<file path="src/rtl/crc8fr_pkg.sv">
// Types, byte constants and the CRC-8 step for the frame receiver.
// Depends on nothing; used by the top level and the checker.
`default_nettype none

package crc8fr_pkg;

    typedef enum logic [2:0] {
        ST_HEAD1 = 3'd0,
        ST_HEAD2 = 3'd1,
        ST_LEN   = 3'd2,
        ST_CMD   = 3'd3,
        ST_DATA  = 3'd4,
        ST_CRC   = 3'd5,
        ST_TAIL1 = 3'd6,
        ST_TAIL2 = 3'd7
    } parse_state_t;

    typedef enum logic [2:0] {
        FS_GOOD      = 3'd0,
        FS_LEN_LONG  = 3'd1,
        FS_CRC_BAD   = 3'd2,
        FS_TAIL1_BAD = 3'd3,
        FS_TAIL2_BAD = 3'd4
    } frame_status_t;

    typedef enum logic {
        KIND_PAYLOAD = 1'b0,
        KIND_REPORT  = 1'b1
    } out_kind_t;

    localparam logic [7:0] HDR_BYTE0     = 8'hAA;
    localparam logic [7:0] HDR_BYTE1     = 8'h55;
    localparam logic [7:0] TAIL_BYTE0    = 8'h0D;
    localparam logic [7:0] TAIL_BYTE1    = 8'h0A;
    localparam logic [7:0] CRC_POLY      = 8'h07;
    localparam logic [7:0] MAX_LEN_RESET = 8'd60;

    function automatic logic [7:0] crc8_step(input logic [7:0] crc, input logic [7:0] b);
        logic [7:0] c;
        c = crc ^ b;
        for (int k = 0; k < 8; k++)
        begin
            if (c[7])
                c = {c[6:0], 1'b0} ^ CRC_POLY;
            else
                c = {c[6:0], 1'b0};
        end
        return c;
    endfunction

endpackage

`default_nettype wire

</file>
<file path="src/rtl/crc8_frame_receiver_unit.sv">
// Top level of the CRC-8 frame receiver: parser state machine and result register.
// Depends on crc8fr_pkg.
//
// Usage:
//   Input channel in_valid/in_ready/rx_byte carries one received byte per request.
//   Frames are AA 55, length, command, payload, CRC-8 (poly 0x07, init 0), 0D 0A.
//   Output channel out_valid/out_ready carries one result: a payload byte
//   (out_kind 0) with its index, or a frame-end report (out_kind 1) with status.
//   cfg_wr_en/cfg_wr_data write max_payload_len at once; write only while idle.
//   A result shows on out_valid in the cycle after its byte is accepted.
//   Throughput: one byte per cycle unless a stalled result holds in_ready low;
//   the parser updates in the accepting cycle and a single result register sits between the two sides.
//   in_ready is high while the result register is empty or being taken, so a
//   stalled receiver holds its result and stops input in the same cycle.
//   Reset: parser hunts for AA, result register empty, max_payload_len is 60.
`default_nettype none

module crc8_frame_receiver_unit (
    input  wire logic       clk,
    input  wire logic       rst_n,
    input  wire logic       in_valid,
    output logic            in_ready,
    input  wire logic [7:0] rx_byte,
    output logic            out_valid,
    input  wire logic       out_ready,
    output logic            out_kind,
    output logic [7:0]      payload_byte,
    output logic [7:0]      byte_index,
    output logic [7:0]      out_cmd,
    output logic [7:0]      out_len,
    output logic [2:0]      frame_status,
    input  wire logic       cfg_wr_en,
    input  wire logic [7:0] cfg_wr_data
);
    import crc8fr_pkg::*;

    parse_state_t  state_reg, state_next;
    logic [7:0]    len_reg, len_next;
    logic [7:0]    cmd_reg, cmd_next;
    logic [7:0]    crc_reg, crc_next;
    logic [7:0]    count_reg, count_next;
    logic [7:0]    max_len_reg;
    logic          out_valid_reg, out_valid_next;
    logic          res_load;
    out_kind_t     res_kind;
    logic [7:0]    res_byte;
    logic [7:0]    res_index;
    logic [7:0]    res_cmd;
    frame_status_t res_status;
    logic          kind_reg;
    logic [7:0]    byte_reg, index_reg, cmd_out_reg, len_out_reg;
    logic [2:0]    status_reg;
    logic          accept;

    assign in_ready = !out_valid_reg || out_ready;
    assign accept   = in_valid && in_ready;

    always_comb
    begin
        state_next = state_reg;
        len_next   = len_reg;
        cmd_next   = cmd_reg;
        crc_next   = crc_reg;
        count_next = count_reg;
        res_load   = 1'b0;
        res_kind   = KIND_REPORT;
        res_byte   = 8'd0;
        res_index  = 8'd0;
        res_cmd    = cmd_reg;
        res_status = FS_GOOD;
        if (accept)
        begin
            case (state_reg)
                ST_HEAD2:
                begin
                    state_next = (rx_byte == HDR_BYTE1) ? ST_LEN : ST_HEAD1;
                end
                ST_LEN:
                begin
                    len_next = rx_byte;
                    crc_next = crc8_step(8'd0, rx_byte);
                    if (rx_byte > max_len_reg)
                    begin
                        res_load   = 1'b1;
                        res_cmd    = 8'd0;
                        res_status = FS_LEN_LONG;
                        state_next = ST_HEAD1;
                    end
                    else
                    begin
                        state_next = ST_CMD;
                    end
                end
                ST_CMD:
                begin
                    cmd_next   = rx_byte;
                    crc_next   = crc8_step(crc_reg, rx_byte);
                    state_next = (len_reg != 8'd0) ? ST_DATA : ST_CRC;
                end
                ST_DATA:
                begin
                    crc_next   = crc8_step(crc_reg, rx_byte);
                    res_load   = 1'b1;
                    res_kind   = KIND_PAYLOAD;
                    res_byte   = rx_byte;
                    res_index  = count_reg;
                    count_next = count_reg + 8'd1;
                    if (count_next >= len_reg)
                        state_next = ST_CRC;
                end
                ST_CRC:
                begin
                    if (rx_byte != crc_reg)
                    begin
                        res_load   = 1'b1;
                        res_status = FS_CRC_BAD;
                        state_next = ST_HEAD1;
                    end
                    else
                    begin
                        state_next = ST_TAIL1;
                    end
                end
                ST_TAIL1:
                begin
                    if (rx_byte != TAIL_BYTE0)
                    begin
                        res_load   = 1'b1;
                        res_status = FS_TAIL1_BAD;
                        state_next = ST_HEAD1;
                    end
                    else
                    begin
                        state_next = ST_TAIL2;
                    end
                end
                ST_TAIL2:
                begin
                    count_next = 8'd0;
                    res_load   = 1'b1;
                    res_status = (rx_byte == TAIL_BYTE1) ? FS_GOOD : FS_TAIL2_BAD;
                    state_next = ST_HEAD1;
                end
                default:
                begin
                    crc_next   = 8'd0;
                    state_next = ST_HEAD1;
                    if (rx_byte == HDR_BYTE0)
                    begin
                        count_next = 8'd0;
                        state_next = ST_HEAD2;
                    end
                end
            endcase
        end
    end

    always_comb
    begin
        if (res_load)
            out_valid_next = 1'b1;
        else if (out_ready)
            out_valid_next = 1'b0;
        else
            out_valid_next = out_valid_reg;
    end

    always_ff @(posedge clk or negedge rst_n)
    begin
        if (!rst_n)
        begin
            state_reg     <= ST_HEAD1;
            len_reg       <= 8'd0;
            cmd_reg       <= 8'd0;
            crc_reg       <= 8'd0;
            count_reg     <= 8'd0;
            max_len_reg   <= MAX_LEN_RESET;
            out_valid_reg <= 1'b0;
        end
        else
        begin
            state_reg     <= state_next;
            len_reg       <= len_next;
            cmd_reg       <= cmd_next;
            crc_reg       <= crc_next;
            count_reg     <= count_next;
            out_valid_reg <= out_valid_next;
            if (cfg_wr_en)
                max_len_reg <= cfg_wr_data;
        end
    end

    // load result payload on a new result, hold otherwise
    always_ff @(posedge clk)
    begin
        if (res_load)
        begin
            kind_reg    <= res_kind;
            byte_reg    <= res_byte;
            index_reg   <= res_index;
            cmd_out_reg <= res_cmd;
            len_out_reg <= len_next;
            status_reg  <= res_status;
        end
    end

    assign out_valid    = out_valid_reg;
    assign out_kind     = kind_reg;
    assign payload_byte = byte_reg;
    assign byte_index   = index_reg;
    assign out_cmd      = cmd_out_reg;
    assign out_len      = len_out_reg;
    assign frame_status = status_reg;

endmodule

`default_nettype wire

</file>
<file path="config.mk">
export PLATFORM = sky130hd
export DESIGN_NAME = crc8_frame_receiver_unit
export DESIGN_NICKNAME = d
export VERILOG_FILES = /design/src/rtl/crc8fr_pkg.sv /design/src/rtl/crc8_frame_receiver_unit.sv
export SDC_FILE = /design/constraint.sdc
export NUM_CORES = 1
export LEC_CHECK = 0
export BUFFER_PORTS_ARGS = -buffer_cell sky130_fd_sc_hd__buf_4
export CORE_UTILIZATION = 55
export CTS_BUF_LIST = sky130_fd_sc_hd__clkbuf_16
export CTS_CLUSTER_SIZE = 14
export DETAILED_ROUTE_END_ITERATION = 10
export PLACE_DENSITY = 0.78
export RECOVER_POWER = 50
export SETUP_SLACK_MARGIN = 0.02
export SLEW_MARGIN = 40
export SYNTH_ARGS = -nofsm -noshare
export SYNTH_HDL_FRONTEND = slang
export SYNTH_SLANG_ARGS = --single-unit
export TNS_END_PERCENT = 50
</file>
<file path="constraint.sdc">
create_clock -name clk -period 3.9 [get_ports clk]
set_clock_uncertainty 0.15 [all_clocks]
set_input_delay 0.78 -clock clk [delete_from_list [all_inputs] [get_ports clk]]
set_output_delay 0.78 -clock clk [all_outputs]
set_load 0.01 [all_outputs]
</file>
==> summary.md <==
| Metric | Value |
|---|---|
| Min-delay worst type | `reg -> reg` |
| Clock slew at reported path FFs | `60 ps` |
| I/O pins | `59` |
| Number of synthesized flops with an enable pin | `36` |
| Worst Path Max Fanout | `17` |
| First-pass GRT wire length | `14100 um` |
| Clock tree buffer depth | `2` |
| Initial drt markers | `121` |
| Largest net degree at the start of global routing | `45` |
| Dominant cell type by area after synthesis | `edfxtp_1` |
| Congestion Overflow GR | `0` |
| WS Path Type | `in -> reg` |
| Remaining antenna violation count after routing | `0` |
| CTS tree | `done` |
| Nets@finish | `500` |
| #FFs+latches synth | `80` |
| Total iterations of the first detailed-routing run | `5` |
| Chip height | `89.2 um` |
| Core area | `7290 um2` |
| Syn_area_per_cell | `10.8 um2` |
| Mapped Cells | `388` |
| Final hold slack | `326 ps` |
| # hold bufs at CTS | `0` |
| Syn. warnings | `0` |
| Initial antenna violation count | `0` |
| Share of layout cells above drive strength 1 | `0.105` |
| Port Buffers | `58` |
| Core Util, Final | `0.671` |
| Final worst path period share | `0.706` |
| Post-route DRC | `0` |
| Post-CTS sizing | `0` |
| Root buffer cell | `clkbuf_16` |
| Ant. Diodes | `0` |
| Netlist cell types | `44` |
| Area Overhead vs Synth | `16.8%` |
| Share of synthesized flip-flops with an asynchronous set or reset | `0.550` |
| Final wirelength | `8970 um` |
| Max-cap violations | `1` |
| Max frequency | `0.363 GHz` |
| GPL Wtd Cong | `0.916` |
| Status | `complete, but fails checks` |
| Leak | `2.09 nW` |
| Ranking of synthesized cells by area | `edfxtp_1, dfrtp_1, ha_1, xnor2_1, o21ai_0` |
| # clock sinks | `80` |
| Synth Flop Type | `dfrtp_1` |
| Final Hold Fails | `0` |
| Slew margin rel. | `-0.599` |
| Peak supply drop | `0.234 mV` |
| Num rows | `31` |
| Worst skew pair latency | `340 ps` |
| Max-slew violation count | `45` |
| Sequential cell area | `2190 um2` |
| Setup crit end kind | `flop` |
| Final setup vio count | `0` |
| Htree depth | `3` |
| Worst Path Arrival | `2870 ps` |
| Worst-margin pin slew | `2400 ps` |
| Via count | `3100` |
| Die ar. | `7960 um2` |
| Vias in the first global route | `2985` |
| Tmin final | `2750 ps` |
| HPWL Detailed | `6260 um` |
| RSZ-0062 raised after global routing | `no` |
| Share of the synthesized area in the top cell type | `0.258` |
| Post-synthesis sequential area ratio | `0.522` |
| Mapped Nets | `438` |
| Die Wd | `89.2 um` |
| Tot GR Track Use | `0.243` |
| Failing checks | `capacitance limit, slew limit` |
| Area occupied by multi-input gates | `1850 um2` |
| Initial Util | `0.574` |
| Via-per-instance ratio | `5.60` |
| Crit path required time | `4020 ps` |
| CP Launch Type | `input port` |
| Total CTS buffers | `9` |
| Post-CTS Setup Inserts | `0` |
| Setup TNS | `0 ps` |
| Power density over cell area | `400 nW/um2` |
| Cell area after synthesis | `4190 um2` |
| Wire per inst | `16.2 um` |
| Layout filler cell count | `599` |
-- power by group --
group	switching (mW)	internal [mW]	leakage (nW)
combinational	0.0986	0.0662	0.930
clock	0.333	0.560	0.153
sequential	0.00642	0.890	1.00
total	0.438	1.52	2.09
-- layout make-up --
cell class | count | area share
repair buffers | 63 | 0.0647
clock buffers | 9 | 0.0461
flip-flops and latches | 80 | 0.447
well taps | 99 | 0.0253
inverters | 24 | 0.0184
multi-input cells | 272 | 0.379
clock inverters | 7 | 0.0192
-- through the flow --
| step | cell area (um2) | std cells | setup WS, ps | power, mW |
|---|---|---|---|---|
| 3_3_place_gp | 4720 | 536 | 899 | 1.07 |
| 3_5_place_dp | 4730 | 538 | 794 | 1.08 |
| 5_1_grt | 4890 | 554 | 675 | 2.02 |
| 2_1_floorplan | 4190 | 388 | 793 | 1.01 |
| 6_report | 4890 | 554 | 1150 | 1.95 |
| 4_1_cts | 5050 | 554 | 1140 | 1.97 |
-- routing by layer --
metal,share of wire,up-vias,track usage
met5,0,-,0
met4,0.021,0,0.107
met3,0.045,18,0.0425
met2,0.50,95,0.410
met1,0.44,1490,0.308
li1,-,1497,-
-- kinds of logic after synthesis --
group | Yosys count | synth area share
simple gates | 121 | 0.145
flops | 80 | 0.522
fa+ha+maj | 29 | 0.0867
buf+inv | 36 | 0.0338
xor+xnor | 38 | 0.0813
compound gates | 80 | 0.120
mux | 4 | 0.0108
-- cell usage after synthesis, types with 7 or more instances --
library cell   n
edfxtp_1      36
and2_1        17
a21oi_1       15
clkbuf_1       7
xnor2_1       27
dfrtp_1       40
nand3_1       12
ha_1          29
o21ai_0       32
inv_1         24
nor2_1        20
xor2_1        10
nand2_1       41
-- layout by cell type (no fill, tap or decap), types with 4 or more instances in the layout --
| cell type | n |
|---|---|
| xnor2_1 | 27 |
| and2_1 | 12 |
| o211ai_1 | 5 |
| xor2_1 | 10 |
| edfxtp_1 | 36 |
| a22o_1 | 6 |
| nor2_1 | 20 |
| ha_1 | 29 |
| nor4_1 | 5 |
| inv_1 | 24 |
| nand2_1 | 41 |
| a21oi_1 | 15 |
| nand2b_1 | 4 |
| nor3_1 | 6 |
| mux2_2 | 4 |
| dfrtp_1 | 40 |
| buf_4 | 20 |
| nand4_1 | 4 |
| clkbuf_16 | 9 |
| dfstp_2 | 4 |
| o21ai_0 | 32 |
| nand3_1 | 12 |
| clkbuf_1 | 41 |
| and2_0 | 5 |
-- critical path, cell delays in order --
cell and delay [ps]:
clkbuf_4 100, nand2b_1 290, nand3_1 210, nor3_1 190
clkbuf_1 520, inv_1 370, o21ai_0 240, nor2_1 50
nor2_1 100
-- worst paths after layout --
| kind | start | end | slack [ps] | depth (start not counted) |
|---|---|---|---|---|
| setup / recovery | out_ready | count_reg[5] | 1150 | 9 |
| hold / removal | cmd_reg[6] | cmd_reg[6] | 330 | 2 |
| setup reg to reg | state_reg[1] | out_cmd[3] | 1210 | 6 |
| hold reg to reg | cmd_reg[6] | cmd_reg[6] | 330 | 2 |
| max in group asynchronous | rst_n | cmd_reg[2] | 1210 | 1 |
| min in group asynchronous | rst_n | max_len_reg[0] | 1010 | 1 |
Power figures use the tool's default switching activity.
